### config.mk
export PLATFORM = sky130hd
export DESIGN_NAME = driven_svf_lowpass_top_flat
export DESIGN_NICKNAME = d
export VERILOG_FILES = /design/src/dsvf_pkg.sv /design/src/dsvf_if.sv /design/src/driven_svf_lowpass_top.sv /design/src/dsvf_div.sv /design/src/dsvf_core.sv /design/src/flat_wrapper.sv
export VERILOG_INCLUDE_DIRS = /design/src /design/src/src
export SDC_FILE = /design/constraint.sdc
export NUM_CORES = 2
export LEC_CHECK = 0
export BUFFER_PORTS_ARGS = -buffer_cell sky130_fd_sc_hd__buf_2
export CAP_MARGIN = 5
export CORE_MARGIN = 2
export CORE_UTILIZATION = 47
export CTS_BUF_LIST = sky130_fd_sc_hd__clkbuf_16
export CTS_CLUSTER_SIZE = 25
export DETAILED_ROUTE_END_ITERATION = 10
export HOLD_SLACK_MARGIN = 0.1
export PLACE_DENSITY_LB_ADDON = 0.15
export REMOVE_ABC_BUFFERS = 1
export SLEW_MARGIN = 20
export SYNTH_ARGS = -nofsm -noshare
export SYNTH_HDL_FRONTEND = slang
export SYNTH_HIERARCHICAL = 1
export SYNTH_SLANG_ARGS = --single-unit
### constraint.sdc
create_clock -name clk_i -period 35 [get_ports clk_i]
set_input_delay 7 -clock clk_i [delete_from_list [all_inputs] [get_ports clk_i]]
set_output_delay 7 -clock clk_i [all_outputs]
set_load 0.005 [all_outputs]
### src/driven_svf_lowpass_top_macros.svh
// ----------------------------------------------------------------------------
// Assertion macros for the driven state-variable lowpass block
// Shared property wrappers used by the modules that check their own logic.
// ----------------------------------------------------------------------------
`ifndef DRIVEN_SVF_LOWPASS_TOP_MACROS_SVH
`define DRIVEN_SVF_LOWPASS_TOP_MACROS_SVH

// Implication checked on every clock edge outside reset.
`define DSVF_ASSERT_IMP(lbl, clk, rst_n, ante, cons) \
  lbl: assert property (@(posedge clk) disable iff (!rst_n) (ante) |-> (cons)) \
    else $error("assertion failed");

// Next-cycle implication checked outside reset.
`define DSVF_ASSERT_NEXT(lbl, clk, rst_n, ante, cons) \
  lbl: assert property (@(posedge clk) disable iff (!rst_n) (ante) |=> (cons)) \
    else $error("assertion failed");

`endif

### src/dsvf_pkg.sv
// ----------------------------------------------------------------------------
// Driven SVF lowpass package
// Types, widths and constants shared by the block's modules.
// ----------------------------------------------------------------------------
`timescale 1ns / 1ps
package dsvf_pkg;

  localparam int SampleW = 24;
  localparam int StateW  = 32;
  localparam int CoefW   = 25;
  localparam int GainW   = 21;
  localparam int CompW   = 18;
  localparam int CfgIdxW = 3;
  localparam int CfgDatW = 25;
  localparam int FracBits = 19;
  localparam int WideW   = 64;

  localparam logic [CfgIdxW-1:0] RegA1   = 3'd0;
  localparam logic [CfgIdxW-1:0] RegA2   = 3'd1;
  localparam logic [CfgIdxW-1:0] RegA3   = 3'd2;
  localparam logic [CfgIdxW-1:0] RegGain = 3'd3;
  localparam logic [CfgIdxW-1:0] RegComp = 3'd4;

  localparam logic [CoefW-1:0] A1Reset   = 25'd8388608;
  localparam logic [CoefW-1:0] A2Reset   = 25'd4194304;
  localparam logic [CoefW-1:0] A3Reset   = 25'd2097152;
  localparam logic [GainW-1:0] GainReset = 21'd65536;
  localparam logic [CompW-1:0] CompReset = 18'd74888;

  localparam int DivW = 32;

  typedef enum logic [4:0] {
    ST_IDLE, ST_GAIN, ST_CLIP0, ST_CLIP1, ST_CLIP2, ST_CLIP3, ST_DIVW, ST_COMP,
    ST_V3, ST_M1, ST_M2, ST_M3, ST_M4, ST_V1, ST_V2, ST_CLIPB0, ST_CLIPB1,
    ST_CLIPB2, ST_CLIPB3, ST_DIVBW, ST_DONE, ST_OUT
  } state_e;

  typedef struct packed {
    logic start;
    logic busy;
  } div_ctl_t;

endpackage

### src/dsvf_if.sv
// ----------------------------------------------------------------------------
// Driven SVF lowpass channel interfaces
// Valid/ready channels for input items, results and register writes.
// ----------------------------------------------------------------------------
`timescale 1ns / 1ps
interface dsvf_in_if;
  logic        valid;
  logic        ready;
  logic        action;
  logic [23:0] sample_in;
  modport source (output valid, action, sample_in, input ready);
  modport sink (input valid, action, sample_in, output ready);
endinterface

interface dsvf_out_if;
  logic        valid;
  logic        ready;
  logic [23:0] lowpass_out;
  modport source (output valid, lowpass_out, input ready);
  modport sink (input valid, lowpass_out, output ready);
endinterface

interface dsvf_cfg_if;
  logic        valid;
  logic        ready;
  logic [2:0]  index;
  logic [24:0] data;
  modport source (output valid, index, data, input ready);
  modport sink (input valid, index, data, output ready);
endinterface

### src/driven_svf_lowpass_top.sv
// ----------------------------------------------------------------------------
// Driven SVF lowpass top level
// Register file, input capture and output register around the shared core.
// ----------------------------------------------------------------------------
//  channel   dir  handshake          payload
//  in_ch     in   valid/ready        action, sample_in
//  out_ch    out  valid/ready        lowpass_out
//  cfg_ch    in   valid/ready        index, data
// A sample passes through two divider waits between its input transfer
// and its result; a clear action goes straight to the output state.
// Input is not ready while the core works.
// The result register frees the core; a stalled output holds the next start.
// Reset clears both integrator states and loads the register defaults.
`timescale 1ns / 1ps
module driven_svf_lowpass_top import dsvf_pkg::*; (
  input  logic         clk_i,
  input  logic         rst_ni,
  dsvf_in_if.sink      in_ch,
  dsvf_out_if.source   out_ch,
  dsvf_cfg_if.sink     cfg_ch
);

  logic [CoefW-1:0] a1_q, a2_q, a3_q;
  logic [GainW-1:0] gain_q;
  logic [CompW-1:0] comp_q;
  logic             ovalid_q;
  logic [SampleW-1:0] odata_q;
  logic             busy, done, start;
  logic signed [SampleW-1:0] result;

  assign cfg_ch.ready = 1'b1;
  assign in_ch.ready  = !busy && !ovalid_q;
  assign start        = in_ch.valid && in_ch.ready;

  always_ff @(posedge clk_i or negedge rst_ni) begin
    if (!rst_ni) begin
      a1_q <= A1Reset; a2_q <= A2Reset; a3_q <= A3Reset;
      gain_q <= GainReset; comp_q <= CompReset;
    end else if (cfg_ch.valid) begin
      unique case (cfg_ch.index)
        RegA1:   a1_q <= cfg_ch.data;
        RegA2:   a2_q <= cfg_ch.data;
        RegA3:   a3_q <= cfg_ch.data;
        RegGain: gain_q <= cfg_ch.data[GainW-1:0];
        RegComp: comp_q <= cfg_ch.data[CompW-1:0];
        default: ;
      endcase
    end
  end

  dsvf_core u_core (
    .clk_i, .rst_ni, .start_i(start), .clear_i(in_ch.action),
    .sample_i(in_ch.sample_in), .a1_i(a1_q), .a2_i(a2_q), .a3_i(a3_q),
    .gain_i(gain_q), .comp_i(comp_q), .busy_o(busy), .done_o(done),
    .result_o(result)
  );

  always_ff @(posedge clk_i or negedge rst_ni) begin
    if (!rst_ni) ovalid_q <= 1'b0;
    else if (done) ovalid_q <= 1'b1;
    else if (out_ch.ready) ovalid_q <= 1'b0;
  end

  always_ff @(posedge clk_i) begin
    if (done) odata_q <= result;
  end

  assign out_ch.valid       = ovalid_q;
  assign out_ch.lowpass_out = odata_q;

endmodule

### src/dsvf_div.sv
// ----------------------------------------------------------------------------
// Driven SVF lowpass divider
// Restoring divider, one quotient bit per cycle, truncating toward zero.
// ----------------------------------------------------------------------------
`timescale 1ns / 1ps
module dsvf_div import dsvf_pkg::*; (
  input  logic                   clk_i,
  input  logic                   rst_ni,
  input  logic                   start_i,
  input  logic signed [WideW-1:0] num_i,
  input  logic        [DivW-1:0] den_i,
  output div_ctl_t               ctl_o,
  output logic signed [WideW-1:0] quo_o
);

  logic [WideW-1:0] rem_q, rem_d, quo_q, quo_d;
  logic [DivW-1:0]  den_q, den_d;
  logic             neg_q, neg_d, busy_q, busy_d;
  logic [5:0]       cnt_q, cnt_d;
  logic [WideW:0]   trial;
  logic [WideW-1:0] shrem;

  always_comb begin
    rem_d = rem_q; quo_d = quo_q; den_d = den_q; neg_d = neg_q;
    busy_d = busy_q; cnt_d = cnt_q;
    shrem = {rem_q[WideW-2:0], quo_q[WideW-1]};
    trial = {1'b0, shrem} - {{(WideW-DivW+1){1'b0}}, den_q};
    if (start_i) begin
      neg_d = num_i[WideW-1];
      quo_d = num_i[WideW-1] ? -num_i : num_i;
      rem_d = '0;
      den_d = den_i;
      cnt_d = '0;
      busy_d = 1'b1;
    end else if (busy_q) begin
      if (!trial[WideW]) begin
        rem_d = trial[WideW-1:0];
        quo_d = {quo_q[WideW-2:0], 1'b1};
      end else begin
        rem_d = shrem;
        quo_d = {quo_q[WideW-2:0], 1'b0};
      end
      cnt_d = cnt_q + 6'd1;
      if (cnt_q == 6'd63) busy_d = 1'b0;
    end
  end

  always_ff @(posedge clk_i or negedge rst_ni) begin
    if (!rst_ni) begin
      busy_q <= 1'b0;
      cnt_q  <= '0;
    end else begin
      busy_q <= busy_d;
      cnt_q  <= cnt_d;
    end
  end

  always_ff @(posedge clk_i) begin
    rem_q <= rem_d; quo_q <= quo_d; den_q <= den_d; neg_q <= neg_d;
  end

  assign ctl_o.start = start_i;
  assign ctl_o.busy  = busy_q;
  assign quo_o = neg_q ? -quo_q : quo_q;

endmodule

### src/dsvf_core.sv
// ----------------------------------------------------------------------------
// Driven SVF lowpass datapath and sequencer
// One shared multiplier and one divider stepped through the drive and filter math.
// ----------------------------------------------------------------------------
`timescale 1ns / 1ps
`include "driven_svf_lowpass_top_macros.svh"
module dsvf_core import dsvf_pkg::*; (
  input  logic                      clk_i,
  input  logic                      rst_ni,
  input  logic                      start_i,
  input  logic                      clear_i,
  input  logic signed [SampleW-1:0] sample_i,
  input  logic        [CoefW-1:0]   a1_i,
  input  logic        [CoefW-1:0]   a2_i,
  input  logic        [CoefW-1:0]   a3_i,
  input  logic        [GainW-1:0]   gain_i,
  input  logic        [CompW-1:0]   comp_i,
  output logic                      busy_o,
  output logic                      done_o,
  output logic signed [SampleW-1:0] result_o
);

  localparam int MulAW = 26;
  localparam int MulBW = 34;
  localparam int ProdW = MulAW + MulBW;

  localparam logic signed [WideW-1:0] One   = 64'sd1 <<< FracBits;
  localparam logic signed [WideW-1:0] Lim   = 64'sd3 * One;
  localparam logic signed [WideW-1:0] PadeA = 64'sd27 * One;
  localparam logic signed [WideW-1:0] Smax  = 64'sd2147483647;
  localparam logic signed [WideW-1:0] Smin  = -64'sd2147483648;
  localparam logic signed [WideW-1:0] Omax  = 64'sd8388607;
  localparam logic signed [WideW-1:0] Omin  = -64'sd8388608;

  state_e state_q, state_d;
  logic signed [WideW-1:0] x_q, x_d, t_q, t_d, acc_q, acc_d, x2_q, x2_d;
  logic signed [WideW-1:0] v3_q, v3_d, v2_q, v2_d;
  logic signed [StateW-1:0] band_q, band_d, low_q, low_d;
  logic signed [SampleW-1:0] res_q, res_d;

  logic signed [MulAW-1:0] mul_a;
  logic signed [MulBW-1:0] mul_b;
  logic signed [ProdW-1:0] prod_n;
  logic signed [WideW-1:0] prod;
  logic                    div_start;
  logic signed [WideW-1:0] div_num, div_quo;
  logic        [DivW-1:0]  div_den;
  div_ctl_t                div_ctl;
  logic signed [WideW-1:0] xc, w;

  dsvf_div u_div (
    .clk_i, .rst_ni, .start_i(div_start), .num_i(div_num), .den_i(div_den),
    .ctl_o(div_ctl), .quo_o(div_quo)
  );

  assign prod_n = mul_a * mul_b;
  assign prod   = WideW'(prod_n);

  always_comb begin
    unique case (state_q)
      ST_IDLE:   state_d = start_i ? (clear_i ? ST_OUT : ST_GAIN) : ST_IDLE;
      ST_GAIN:   state_d = ST_CLIP0;
      ST_CLIP0:  state_d = ST_CLIP1;
      ST_CLIP1:  state_d = ST_CLIP2;
      ST_CLIP2:  state_d = ST_CLIP3;
      ST_CLIP3:  state_d = ST_DIVW;
      ST_DIVW:   state_d = (div_ctl.busy || div_ctl.start) ? ST_DIVW : ST_COMP;
      ST_COMP:   state_d = ST_V3;
      ST_V3:     state_d = ST_M1;
      ST_M1:     state_d = ST_M2;
      ST_M2:     state_d = ST_M3;
      ST_M3:     state_d = ST_M4;
      ST_M4:     state_d = ST_V1;
      ST_V1:     state_d = ST_V2;
      ST_V2:     state_d = ST_CLIPB0;
      ST_CLIPB0: state_d = ST_CLIPB1;
      ST_CLIPB1: state_d = ST_CLIPB2;
      ST_CLIPB2: state_d = ST_CLIPB3;
      ST_CLIPB3: state_d = ST_DIVBW;
      ST_DIVBW:  state_d = (div_ctl.busy || div_ctl.start) ? ST_DIVBW : ST_DONE;
      ST_DONE:   state_d = ST_OUT;
      ST_OUT:    state_d = ST_IDLE;
      default:   state_d = ST_IDLE;
    endcase
  end

  always_comb begin
    x_d = x_q; t_d = t_q; acc_d = acc_q; x2_d = x2_q; v3_d = v3_q; v2_d = v2_q;
    band_d = band_q; low_d = low_q; res_d = res_q;
    mul_a = MulAW'(x_q); mul_b = MulBW'(x_q);
    div_start = 1'b0; div_num = t_q; div_den = acc_q[DivW-1:0];
    xc = (x_q > Lim) ? Lim : ((x_q < -Lim) ? -Lim : x_q);
    w = '0;
    unique case (state_q)
      ST_IDLE: begin
        if (start_i) begin
          x_d = WideW'(sample_i);
          if (clear_i) begin
            band_d = '0; low_d = '0; res_d = '0;
          end
        end
      end
      ST_GAIN, ST_COMP: begin
        mul_b = (state_q == ST_GAIN) ? MulBW'(gain_i) : MulBW'(comp_i);
        x_d = prod >>> 16;
      end
      ST_CLIP0, ST_CLIPB0: x_d = xc;
      ST_CLIP1, ST_CLIPB1: x2_d = prod >>> FracBits;
      ST_CLIP2, ST_CLIPB2: begin
        mul_b = MulBW'(PadeA + x2_q);
        t_d = prod;
        acc_d = PadeA + 64'sd9 * x2_q;
      end
      ST_CLIP3, ST_CLIPB3: div_start = 1'b1;
      ST_DIVW: x_d = div_quo;
      ST_V3: v3_d = x_q - WideW'(low_q);
      ST_M1: begin
        mul_a = MulAW'(a1_i); mul_b = MulBW'(band_q); acc_d = prod;
      end
      ST_M2: begin
        mul_a = MulAW'(a2_i); mul_b = MulBW'(v3_q); acc_d = (acc_q + prod) >>> 24;
      end
      ST_M3: begin
        mul_a = MulAW'(a2_i); mul_b = MulBW'(band_q); t_d = prod;
      end
      ST_M4: begin
        mul_a = MulAW'(a3_i); mul_b = MulBW'(v3_q);
        v2_d = WideW'(low_q) + ((t_q + prod) >>> 24);
      end
      ST_V1: x_d = (acc_q <<< 1) - WideW'(band_q);
      ST_V2: begin
        w = (v2_q <<< 1) - WideW'(low_q);
        low_d = StateW'((w > Smax) ? Smax : ((w < Smin) ? Smin : w));
        res_d = SampleW'((v2_q > Omax) ? Omax : ((v2_q < Omin) ? Omin : v2_q));
      end
      ST_DIVBW: band_d = StateW'(div_quo);
      default: ;
    endcase
  end

  always_ff @(posedge clk_i or negedge rst_ni) begin
    if (!rst_ni) begin
      state_q <= ST_IDLE;
      band_q  <= '0;
      low_q   <= '0;
    end else begin
      state_q <= state_d;
      band_q  <= band_d;
      low_q   <= low_d;
    end
  end

  always_ff @(posedge clk_i) begin
    x_q <= x_d; t_q <= t_d; acc_q <= acc_d; x2_q <= x2_d;
    v3_q <= v3_d; v2_q <= v2_d; res_q <= res_d;
  end

  assign busy_o   = (state_q != ST_IDLE);
  assign done_o   = (state_q == ST_OUT);
  assign result_o = res_q;

  `DSVF_ASSERT_NEXT(a_start_busy, clk_i, rst_ni, (state_q == ST_IDLE) && start_i, busy_o)
  `DSVF_ASSERT_IMP(a_div_in_wait, clk_i, rst_ni, div_ctl.busy,
                   (state_q == ST_DIVW) || (state_q == ST_DIVBW))
  `DSVF_ASSERT_NEXT(a_clear_zero, clk_i, rst_ni, (state_q == ST_IDLE) && start_i && clear_i,
                    (band_q == '0) && (low_q == '0) && done_o)

endmodule
### src/flat_wrapper.sv
// flat-port wrapper written by rule: the top's interface ports become plain ports
module driven_svf_lowpass_top_flat import dsvf_pkg::*;
  (clk_i, rst_ni, in_ch_valid, in_ch_action, in_ch_sample_in, in_ch_ready, out_ch_valid, out_ch_lowpass_out, out_ch_ready, cfg_ch_valid, cfg_ch_index, cfg_ch_data, cfg_ch_ready);
  dsvf_in_if in_ch_i ();
  dsvf_out_if out_ch_i ();
  dsvf_cfg_if cfg_ch_i ();
  input  logic clk_i;
  input  logic rst_ni;
  input wire logic [$bits(in_ch_i.valid)-1:0] in_ch_valid;
  input wire logic [$bits(in_ch_i.action)-1:0] in_ch_action;
  input wire logic [$bits(in_ch_i.sample_in)-1:0] in_ch_sample_in;
  output wire logic [$bits(in_ch_i.ready)-1:0] in_ch_ready;
  output wire logic [$bits(out_ch_i.valid)-1:0] out_ch_valid;
  output wire logic [$bits(out_ch_i.lowpass_out)-1:0] out_ch_lowpass_out;
  input wire logic [$bits(out_ch_i.ready)-1:0] out_ch_ready;
  input wire logic [$bits(cfg_ch_i.valid)-1:0] cfg_ch_valid;
  input wire logic [$bits(cfg_ch_i.index)-1:0] cfg_ch_index;
  input wire logic [$bits(cfg_ch_i.data)-1:0] cfg_ch_data;
  output wire logic [$bits(cfg_ch_i.ready)-1:0] cfg_ch_ready;
  assign in_ch_i.valid = in_ch_valid;
  assign in_ch_i.action = in_ch_action;
  assign in_ch_i.sample_in = in_ch_sample_in;
  assign in_ch_ready = in_ch_i.ready;
  assign out_ch_valid = out_ch_i.valid;
  assign out_ch_lowpass_out = out_ch_i.lowpass_out;
  assign out_ch_i.ready = out_ch_ready;
  assign cfg_ch_i.valid = cfg_ch_valid;
  assign cfg_ch_i.index = cfg_ch_index;
  assign cfg_ch_i.data = cfg_ch_data;
  assign cfg_ch_ready = cfg_ch_i.ready;
  driven_svf_lowpass_top u_core (.clk_i(clk_i), .rst_ni(rst_ni), .in_ch(in_ch_i), .out_ch(out_ch_i), .cfg_ch(cfg_ch_i));
endmodule
==> out/metrics.cfg <==
[global_route]
grtUsageTotal=0.339
grt_pass1_wl_um=441000
overflow=0
grt_start_max_net_pins=83
grt_pass1_vias=66400
antenna_found_initial=15

[cts]
cts_tree=built
cts.htree.levels=3
clk_path_buf_depth=3
clk_latency_ps=720
numClockSinks=696
post_cts_buffers=0
cts-hold-fix-buffers=0
cts_resized=0
clock-root-buffer=clkbuf_16
numCtsBuffers=83
clk_pin_slew_ps=60

[logic_synthesis]
synth.area.top_cells=fa_1, edfxtp_1, ha_1
synth_enable_flop_cells=442
muxShareOfSynthArea=0.0190
yosys.area_share.xor_xnor=0.0506
yosys.area.top_type=fa_1
synth-simple-area-share=0.144
synth_adder_area_share=0.319
syn_avg_cell_area_um2=9.22
synth_area_um2=81200
synth_cells=8805
synthDominantCellAreaShare=0.225
synth_flop_cell=edfxtp_1
synth_compound_area_frac=0.155
ys_ff_latch=696
yosysMostFrequentCell=inv_1
yosysUniqueCellTypes=122
synth_seq_area_share=0.238
async_reset_ff_frac=0.274
ys_warn_count=6
ys_top_cells_by_count=inv_1, nand2_1, fa_1
synth_top_family_by_area=adder cells

[setup_path]
crit_top_cell=fa_1
reg2reg_slack_ps=19240
critPathKind=flop to flop
reg2reg_to=u_core/u_core/v2_q[35]$_DFFE_PN_
reg2reg_depth=55
critPathTopFamily=compound AO/OA/AOI/OAI gates
slowest_delay_ps=800
worstSetupStartpointType=flop
end_kind=flop
path_buf_inv=6
crit_arrival_ps=16200
timing.rr.start=u_core/u_core/state_q[2]$_DFF_PN0_
path_max_fanout=21
worstPathRequired_ps=35440
cp_slowest_cell=o21ai_0

[drt]
detail-route-antenna-nets=0
wl_per_cell_um=26.8
routed_wirelength_um=300000
drc=0
vias_per_cell=6.07
vias=67800
drt_iter0_drc=6988
drtPass1Iterations=10

[floorplanning]
initial_core_util=0.473
die_w_um=420
die_height_um=420
io_pins=85
die_area_um2=176000
num_rows=152
core-area_um2=172000

[sta]
period_share=0.450
finalSetupTns_ps=0
period_needed_ps=15760
rsz0062_at_grt=false
maxSlewViolCount=0
tightestPinTransition_ps=1180
final-hold-violation-count=0
worst_slack_ps=19240
finalSetupViolations=0
slew-limit-headroom=0.215
max_clock_freq_ghz=0.0635
fin_worst_skew_ps=36.1

[run_status]
run_status=completed

[layout]
nNetsFinal=10400
final_layout_size_suffix_gt1_frac=0.0771
synthToLayoutAreaGrowth_pct=7.61
num-fill-cells=16200

[hold_path]
hold_path_end=u_core/out_ch.lowpass_out[20]$_DFFE_PP_
hold_path_depth=0
worstHoldPathType=flop to flop
holdCritStartpoint=u_core/u_core/result_o[20]$_SDFFCE_PN0P_

[placement]
io_buffers=83
post-place-ws_ps=19550
place_congestion=0.983
post-dp-hpwl_um=234000

[run]
drv_cap=0

## how the worst max path moves through the flow
| stage | startpoint | end | slack, ps | depth (start not counted) |
|---|---|---|---|---|
| after floorplan | u_core/u_core/state_q[2]$_DFF_PN0_ | u_core/u_core/v2_q[35]$_DFFE_PN_ | 20350 | 53 |
| after global placement | u_core/u_core/state_q[3]$_DFF_PN0_ | u_core/u_core/v2_q[31]$_DFFE_PN_ | 19830 | 54 |
| after detailed placement | u_core/u_core/state_q[2]$_DFF_PN0_ | u_core/u_core/v2_q[37]$_DFFE_PN_ | 19550 | 54 |
| after CTS | u_core/u_core/state_q[2]$_DFF_PN0_ | u_core/u_core/v2_q[37]$_DFFE_PN_ | 19460 | 54 |
| after global routing | u_core/u_core/state_q[0]$_DFF_PN0_ | u_core/u_core/v2_q[37]$_DFFE_PN_ | 18310 | 53 |
| final | u_core/u_core/state_q[2]$_DFF_PN0_ | u_core/u_core/v2_q[35]$_DFFE_PN_ | 19240 | 55 |
## layout by cell type, fill, tap and decap left out, types with 77 or more instances in the layout
master and count:
nand2_1 1013, o31ai_1 92, inv_1 1173, xnor2_1 270, mux2_2 112, nor2_1 772
buf_4 187, buf_2 85, ha_1 606, nand3_1 117, a21oi_1 429, nand4_1 77
o21ai_0 318, clkbuf_16 87, dfrtp_1 181, edfxtp_1 442, fa_1 913, a21o_1 245
xor2_1 199
## worst reg2reg max path, delay by kind of cell (launching register included)
family | cells | cell delay [ps]
xor+xnor | 4 | 980
buf+inv | 6 | 1070
flops | 1 | 760
simple gates | 11 | 2090
fa+ha+maj | 10 | 4230
compound gates | 24 | 6380
## state kept, by name, indices dropped and copies added, names as in the netlist, 24 cells and up
signal and count:
u_core/a1_q 25, u_core/a2_q 25, u_core/a3_q 25, u_core/out_ch.lowpass_out 24, u_core/u_core/acc_q 60, u_core/u_core/band_q 32, u_core/u_core/div_num 60, u_core/u_core/low_q 32
u_core/u_core/result_o 24, u_core/u_core/u_div/den_q 32, u_core/u_core/u_div/quo_q 64, u_core/u_core/u_div/rem_q 63, u_core/u_core/v2_q 38, u_core/u_core/v3_q 34, u_core/u_core/x2_q 41, u_core/u_core/x_q 64
## cell type report
| type | instances | area [um^2] | area share |
|---|---|---|---|
| flip-flops and latches | 696 | 19300 | 0.221 |
| clock inverters | 69 | 581 | 0.00665 |
| diodes | 5 | 12.5 | 0.000143 |
| clock buffers | 87 | 2180 | 0.0249 |
| inverters | 1163 | 4370 | 0.0500 |
| repair buffers | 275 | 1890 | 0.0216 |
| well taps | 2310 | 2890 | 0.0331 |
| multi-input cells | 6556 | 56100 | 0.642 |
## kinds of logic after synthesis
logic type,after synthesis
other cells,1
compound gates,1841
simple gates,2586
fa+ha+maj,1520
xor+xnor,469
mux,139
buf+inv,1553
flops,696
## per-stage QoR
step | hold WS (ps) | std cells | instance area (um^2) | util
CTS | 420 | 11200 | 87300 | 0.509
floorplan | 400 | 8415 | 79500 | -
detailed placement | 405 | 11000 | 84500 | 0.493
finish | 418 | 11200 | 87300 | 0.509
global route | 424 | 11200 | 87300 | 0.509
global placement | 407 | 11000 | 84500 | 0.493
## metal layers
| layer | global-route usage | share of wire | vias to the layer above | routed length [um] |
|---|---|---|---|---|
| met5 | 0 | 0.000090 | - | 27 |
| met4 | 0.172 | 0.062 | 4 | 18500 |
| met3 | 0.0566 | 0.081 | 660 | 24400 |
| met2 | 0.523 | 0.44 | 3091 | 133000 |
| met1 | 0.461 | 0.41 | 34100 | 124000 |
| li1 | - | - | 29900 | - |
Power is left out: the tool's default activity adds up to more than one toggle a clock period on the data nets, which glitch-free logic cannot reach.
